[config.mk]
export PLATFORM = sky130hd
export DESIGN_NAME = cbp_packer
export DESIGN_NICKNAME = d
export VERILOG_FILES = /design/src/sv/cbp_pkg.sv /design/src/sv/cbp_packer.sv
export SDC_FILE = /design/constraint.sdc
export NUM_CORES = 1
export LEC_CHECK = 0
export ABC_AREA = 0
export BUFFER_PORTS_ARGS = -buffer_cell sky130_fd_sc_hd__buf_2
export CORE_MARGIN = 10
export CORE_UTILIZATION = 63
export CTS_BUF_LIST = sky130_fd_sc_hd__clkbuf_8
export CTS_CLUSTER_SIZE = 10
export DETAILED_ROUTE_END_ITERATION = 10
export MAX_ROUTING_LAYER = met4
export PLACE_DENSITY = 0.83
export SYNTH_ARGS = -nofsm -noshare
export SYNTH_HDL_FRONTEND = slang
export SYNTH_SLANG_ARGS = --single-unit
export TNS_END_PERCENT = 5
[constraint.sdc]
create_clock -name clock -period 7.2 [get_ports clock]
set_clock_uncertainty 0.15 [all_clocks]
set_input_delay 2.16 -clock clock [delete_from_list [all_inputs] [get_ports clock]]
set_output_delay 2.16 -clock clock [all_outputs]
set_load 0.005 [all_outputs]
[src/sv/cbp_pkg.sv]
// Shared constants and types for the context Huffman bit packer.
`default_nettype none
package cbp_pkg;

   localparam int CBP_MAX_CODE_LEN = 32;
   localparam int CBP_LEN_LIMIT    = (CBP_MAX_CODE_LEN > 32) ? 32 : CBP_MAX_CODE_LEN;
   localparam int CBP_ADDR_W       = 16;
   localparam int CBP_DEPTH        = 1 << CBP_ADDR_W;
   localparam int CBP_LEN_W        = 6;
   localparam int CBP_CODE_W       = 32;
   localparam int CBP_BUF_W        = CBP_CODE_W + 8;
   localparam int CBP_TOTAL_W      = 6;
   localparam int CBP_REQ_DATA_W   = 56;

   localparam logic [7:0] CBP_START_CONTEXT_RESET = 8'h66;

   typedef enum logic {
      CBP_OP_LOAD   = 1'b0,
      CBP_OP_ENCODE = 1'b1
   } cbp_op_type;

   // Codeword looked up for one encode, handed from lookup to packer.
   typedef struct packed {
      logic                   valid;
      logic                   eoe;
      logic [CBP_LEN_W-1:0]   len;
      logic [CBP_CODE_W-1:0]  code;
   } cbp_lookup_type;

endpackage
`default_nettype wire

[src/sv/cbp_packer.sv]
// Bit packer: merges codewords with the partial byte and emits full bytes.
`default_nettype none
module cbp_packer (
   input  wire logic                     clock,
   input  wire logic                     reset,
   input  wire cbp_pkg::cbp_lookup_type  item,
   output logic                          take,
   output logic                          rsp_tvalid,
   input  wire logic                     rsp_tready,
   output logic [7:0]                    rsp_tdata,
   output logic                          rsp_tlast,
   output logic                          rsp_tuser
);
   import cbp_pkg::*;

   logic                     active_ff, active_in;
   logic [CBP_BUF_W-1:0]     buf_ff, buf_in;
   logic [CBP_TOTAL_W-1:0]   total_ff, total_in;
   logic                     eoe_ff, eoe_in;
   logic [7:0]               pend_ff, pend_in;
   logic [2:0]               pcount_ff, pcount_in;
   logic                     rsp_valid_ff, rsp_valid_in;
   logic [7:0]               rsp_data_ff, rsp_data_in;
   logic                     rsp_last_ff, rsp_last_in;
   logic                     rsp_done_ff, rsp_done_in;

   logic [CBP_BUF_W-1:0]     code_left, merged;
   logic [CBP_TOTAL_W-1:0]   merged_total;
   logic                     cur_valid, cur_eoe;
   logic [CBP_BUF_W-1:0]     cur_buf, nbuf;
   logic [CBP_TOTAL_W-1:0]   cur_total, ntotal;
   logic                     emit, last, out_can, done;

   assign take    = !active_ff;
   assign out_can = !rsp_valid_ff || rsp_tready;

   always_comb begin
      // Left-align the codeword; bits above its length fall off the top.
      code_left = '0;
      if (item.len != '0) begin
         code_left = {item.code, 8'h00} << (CBP_LEN_W'(CBP_CODE_W) - item.len);
      end
      merged       = {pend_ff, {CBP_CODE_W{1'b0}}} | (code_left >> pcount_ff);
      merged_total = CBP_TOTAL_W'(pcount_ff) + CBP_TOTAL_W'(item.len);

      if (active_ff) begin
         cur_valid = 1'b1;
         cur_buf   = buf_ff;
         cur_total = total_ff;
         cur_eoe   = eoe_ff;
      end else begin
         cur_valid = item.valid;
         cur_buf   = merged;
         cur_total = merged_total;
         cur_eoe   = item.eoe;
      end

      // Pick the next byte: a full one, else a padded tail at entry end.
      emit   = 1'b0;
      last   = 1'b0;
      nbuf   = cur_buf;
      ntotal = cur_total;
      if (cur_total >= CBP_TOTAL_W'(8)) begin
         emit   = 1'b1;
         nbuf   = cur_buf << 8;
         ntotal = cur_total - CBP_TOTAL_W'(8);
         last   = (ntotal < CBP_TOTAL_W'(8)) && !(cur_eoe && (ntotal != '0));
      end else if (cur_eoe && (cur_total != '0)) begin
         emit   = 1'b1;
         last   = 1'b1;
         nbuf   = '0;
         ntotal = '0;
      end

      done = cur_valid && (!emit || (out_can && last));

      active_in = cur_valid && !done;
      buf_in    = cur_buf;
      total_in  = cur_total;
      eoe_in    = cur_eoe;
      if (emit && out_can) begin
         buf_in   = nbuf;
         total_in = ntotal;
      end

      pend_in   = pend_ff;
      pcount_in = pcount_ff;
      if (done) begin
         pend_in   = cur_eoe ? 8'h00 : nbuf[CBP_BUF_W-1:CBP_BUF_W-8];
         pcount_in = cur_eoe ? 3'd0 : ntotal[2:0];
      end

      rsp_valid_in = rsp_valid_ff && !rsp_tready;
      rsp_data_in  = rsp_data_ff;
      rsp_last_in  = rsp_last_ff;
      rsp_done_in  = rsp_done_ff;
      if (cur_valid && emit && out_can) begin
         rsp_valid_in = 1'b1;
         rsp_data_in  = cur_buf[CBP_BUF_W-1:CBP_BUF_W-8];
         rsp_last_in  = last;
         rsp_done_in  = last && cur_eoe;
      end
   end

   always_ff @(posedge clock) begin
      if (reset) begin
         active_ff    <= 1'b0;
         pend_ff      <= '0;
         pcount_ff    <= '0;
         rsp_valid_ff <= 1'b0;
      end else begin
         active_ff    <= active_in;
         pend_ff      <= pend_in;
         pcount_ff    <= pcount_in;
         rsp_valid_ff <= rsp_valid_in;
      end
   end

   always_ff @(posedge clock) begin
      buf_ff      <= buf_in;
      total_ff    <= total_in;
      eoe_ff      <= eoe_in;
      rsp_data_ff <= rsp_data_in;
      rsp_last_ff <= rsp_last_in;
      rsp_done_ff <= rsp_done_in;
   end

   assign rsp_tvalid = rsp_valid_ff;
   assign rsp_tdata  = rsp_data_ff;
   assign rsp_tlast  = rsp_last_ff;
   assign rsp_tuser  = rsp_done_ff;

endmodule
`default_nettype wire

* Word level (Yosys, flattened, before mapping) *
Cells that the tools add are included.

cells by class
  add/subtract/negate cells = 3
  magnitude comparators = 2
  shifts and indexed selects = 2
  mux-type cells = 17
  bitwise operators = 1
  reductions and logical operators = 22

operators with widths
  cell                 number
  $mux 40              5
  $or 40x40->40        1
  $shl 40x6->40        1
  $shr 40x3->40        1
  $mux 6               4
  $reduce_bool 6->1    3
  $logic_and 1x1->1    11
  $mux 8               1
  $add 3x6->6          1
  $ge 6x4->1 const B   1
  $logic_not 1->1      6
  $lt 6x4->1 const B   1
  $mux 1               6
  $sub 6x4->6 const B  1
  $sub 6x6->6 const A  1
  $mux 3               1
  $logic_or 1x1->1     2

storage, ports and cells
  bits in registers = 70
  input bits = 43

* Depth between registers and ports, before layout *
  depth after elaboration = 13
  mapped depth = 17
  mapped depth without buffers = 10

* Worst setup path before layout *
OpenSTA, ideal clock, no wires.

  path kind = input-to-reg
  start = input item[32] (netlist bit)
  end = register buf_ff[29]
  setup time = 0.138 ns
  arrival time = 5.479 ns
  slack = 1.433 ns
  stages = 17
  buffers on the path = 7
  cell sequence = buf_6 -> buf_4 -> inv_1 -> buf_4 -> ha_1 -> buf_2 -> buf_4 -> buf_4 -> buf_2 -> mux2_2 -> mux4_2 -> nand3_1 -> nand4_1 -> o31ai_1 -> mux2i_1 -> a222oi_1 -> o22ai_1

between the ends
  word-level cells in the longest chain between the ends = 9

ends and longest elaborated chain
  what                  RTL line           source
  start, declared       cbp_packer.sv:6    input wire cbp_pkg::cbp_lookup_type item,
  $sub 6x6->6           cbp_packer.sv:41   code_left = {item.code, 8'h00} << (CBP_LEN_W'(CBP_CODE_W) - item.len);
  $shl 40x6->40         cbp_packer.sv:41
  $mux 40               cbp_packer.sv:40   if (item.len != '0) begin
  $shr 40x3->40         cbp_packer.sv:43   merged = {pend_ff, {CBP_CODE_W{1'b0}}} | (code_left >> pcount_ff);
  $or 40x40->40         cbp_packer.sv:43
  $mux 40               cbp_packer.sv:46   if (active_ff) begin
  $mux 40               cbp_packer.sv:68   end else if (cur_eoe && (cur_total != '0)) begin
  $mux 40               cbp_packer.sv:63   if (cur_total >= CBP_TOTAL_W'(8)) begin
  $mux 40 (*)           cbp_packer.sv:81   if (emit && out_can) begin
  named net buf_in[29]  cbp_packer.sv:17   logic [CBP_BUF_W-1:0] buf_ff, buf_in;
  end signal, assigned  cbp_packer.sv:120  buf_ff <= buf_in;
  end, declared         cbp_packer.sv:17

The timed path passes the listed nets; every way through them passes the cells marked *.
A chain may end at the register's enable or synchronous reset.

* Final worst setup path *
  start = input item[33] (netlist bit)
  end = register rsp_data_ff[5], in the netlist rsp_tdata[5] (data pin)

between the ends
  word-level cells in the longest chain between the ends = 6

ends and longest elaborated chain
  what                   RTL line           source
  $sub 6x6->6            cbp_packer.sv:41
  $shl 40x6->40          cbp_packer.sv:41
  $mux 40 (*)            cbp_packer.sv:40
  $shr 40x3->40 (*)      cbp_packer.sv:43
  $or 40x40->40 (*)      cbp_packer.sv:43
  $mux 40 (*)            cbp_packer.sv:46
  named net cur_buf[37]  cbp_packer.sv:30   logic [CBP_BUF_W-1:0] cur_buf, nbuf;
  end signal, assigned   cbp_packer.sv:123  rsp_data_ff <= rsp_data_in;
  end, declared          cbp_packer.sv:23   logic [7:0] rsp_data_ff, rsp_data_in;

Marked as above.

==> metrics <==
status=finished clean; CP max stage delay=0.77 ns; Clk pin slew, worst setup/hold paths=0.07 ns; Die Ht=124 um; worst ir drop on vdd=0.174 mV; Pre-antenna DRT Iters=7; Synth Flop Type=dfxtp_1; Post-synth EDFFs=10; TritonCTS clock tree=done; total power density per cell area=203 nW/um^2; Slew headroom=29.9%; CTS resizes=0; CTS sink cnt=70; Final setup viols=0; first-pass GRT wire length=34.9 mm; routability congestion estimate=1.03; Commonest cells post-synth=nor2_1 (72), dfxtp_1 (60), nand2_1 (44), o21ai_0 (44), clkbuf_1 (39); Data arrival, critical path=5.89 ns; Worst Setup End Kind=flip-flop; layout cells sized above 1=21.8%; Hold WS=0.315 ns; largest cells by area after synthesis=dfxtp_1 (18%), mux4_2 (13%), mux2i_1 (5.6%); Hold Crit Class=reg -> reg; setup repair bufs after CTS=0; Yosys top cell by area=dfxtp_1; sequential share of the synthesized area=22.0%; count of pins over their slew limit=0; final cycle utilization of the critical path=82.4%; drt via density=7.47; Buffers on Ports=54; Switch Pwr=0.000583 W; Post-Syn Instances=782; final core occ=69.5%; Num CTS Buffers=9; Area Growth Syn to Fin=6.52%; Residual DRC=0; initial antenna violation count=0; clock group share of total power=22.4%; n_diodes=0; antenna viol nets, final=0; Std-Cell Core Area=10500 um^2; CTS Root Buffer Type=clkbuf_8; Worst-Skew Late Latency=0.36 ns; pin count of the biggest net entering global routing=66; htree depth=3; Net Sw Frac=39.5%; GRT Util Overall=29.3%; max-capacitance violation count=0; Starting DRT DRC Count=1069; flop-to-flop setup slack=3.48 ns; CP Launch Type=primary input; vias in the first global route=6457; # rows=37; die area=15400 um^2; asr flop ratio synth=0%; Sum Neg Setup Slack=0 ns; die width=124 um; wire length per cell=23.9 um; Int Power=0.000892 W; Slowest cell on crit path=ha_2; CTS Buffer Depth=2; Distinct cells, synth=87; min Tclk post-route=5.94 ns; most frequent CP cell=inv_1; Initial Util=65.3%; DPL Wire Length=16.6 mm; crit-path cells=buf_2 > inv_1 > ha_2 > buf_4 > mux4_1 > or3_1 > o21a_1 > a2111oi_2 > nand2b_1 > o211ai_1 > a221oi_2 > inv_1; sequential share of power=33.1%; area share of the largest cell type after synthesis=17.6%; Achievable Freq=168 MHz; Hold Fails Final Rpt=0; P_leak=2.63 nW; most frequent cell after synthesis=nor2_1; grt ovf=0; Cell Area, Synth=6830 um^2; via count=7011; Syn Area/Cell=8.73 um^2; Worst Max-Slew Pin Slew=1.05 ns; routed wire length=22.4 mm; Max FO, Critical Path=30; critical setup path kind=in -> reg; WP data required=7.16 ns; syn nets=830; Post-CTS Hold Buffers=0; num ports=55; post-layout net count=845; RSZ-0062 raised after global routing=false; Logic pwr share=44.4%; synthesis warning total=0; #FFs+latches synth=70
## state kept, by name, indices dropped and copies added, names as in the netlist
register and cells:
buf_ff 40, pcount_ff 3, pend_ff 8, eoe_ff 1
active_ff 1, rsp_tuser 1, rsp_tlast 1, rsp_tvalid 1
total_ff 6, rsp_tdata 8
## stage by stage
stage                     instances  instance area (um^2)  power (W)  setup WS [ns]
after CTS                       938                  7270    0.00145           1.30
after global routing            938                  7270    0.00154           1.02
after global placement          922                  7070    0.00112           1.08
final                           938                  7270    0.00148           1.26
after detailed placement        922                  7070    0.00113          0.933
after floorplan                 782                  6830   0.000955           1.43
## power groups by stage
stage	sequential, W	clock [W]	combinational [W]
global route	0.000494	0.000341	0.000705
finish	0.000489	0.000331	0.000656
CTS	0.000488	0.000324	0.000638
global placement	0.000495	0	0.000621
floorplan	0.000494	0	0.000461
detailed placement	0.000497	0	0.000635
## path summary, 6_finish.rpt
check                from           end  cells after the start
min             buf_ff[0]     buf_ff[0]                      2
max reg2reg  pcount_ff[0]    buf_ff[26]                     10
min reg2reg     buf_ff[0]     buf_ff[0]                      2
max              item[33]  rsp_tdata[5]                     12
## cell usage in the layout (no fill, tap or decap), types with 5 or more instances in the layout
| cell | n |
|---|---|
| o21ai_0 | 44 |
| o31ai_1 | 11 |
| mux4_2 | 38 |
| o22ai_1 | 30 |
| o21a_1 | 7 |
| buf_4 | 15 |
| a21oi_1 | 33 |
| dfxtp_1 | 59 |
| o32ai_1 | 7 |
| nor2_1 | 72 |
| nand2_1 | 44 |
| a222oi_1 | 5 |
| buf_2 | 54 |
| clkbuf_8 | 11 |
| o2bb2ai_1 | 9 |
| nand3_1 | 28 |
| nand2b_1 | 11 |
| mux2_2 | 28 |
| a211oi_1 | 7 |
| or3_1 | 8 |
| edfxtp_1 | 10 |
| o221ai_1 | 24 |
| nor3_1 | 35 |
| inv_1 | 16 |
| mux2i_1 | 38 |
| nor2b_1 | 5 |
| a31oi_1 | 8 |
| and2_1 | 9 |
| a221oi_1 | 9 |
| o211ai_1 | 12 |
| a22oi_1 | 13 |
## cells by family (layout without fill, tap and decap cells)
| kind of cell | count (synthesis) | after routing | synth area share [%] |
|---|---|---|---|
| and+or+nand+nor | 250 | 250 | 18.8 |
| AOI/OAI and AO/OA | 264 | 264 | 28.3 |
| DFF | 70 | 70 | 22.0 |
| muxes | 106 | 106 | 23.5 |
| xor gates and xnor gates | 5 | 5 | 0.916 |
| adders and majority gates | 5 | 5 | 1.03 |
| buffers and inverters | 82 | 102 | 5.51 |
## cell type report
cell class,instances,area (um^2)
timing repair buffer,69,383
fill,845,3190
inverter,17,63.8
tap,136,170
clock inverter,5,50.0
sequential,70,1500
multi-input combinational,630,4950
clock buffer,11,151
## routing by layer
layer	wire, um	global-route usage, %	up-vias
met4	474	8.49	0
met2	10400	43.7	424
met5	0	-	-
met1	9050	38.7	3367
li1	-	-	3171
met3	2480	7.06	49
## worst max-delay path, delay by kind of cell
family                     cells  cell delay, ns
AOI/OAI and AO/OA              4            1.33
adders and majority gates      1            0.77
buffers and inverters          4            0.72
and+or+nand+nor                2            0.55
muxes                          1            0.36
Power figures use the tool's default switching activity.
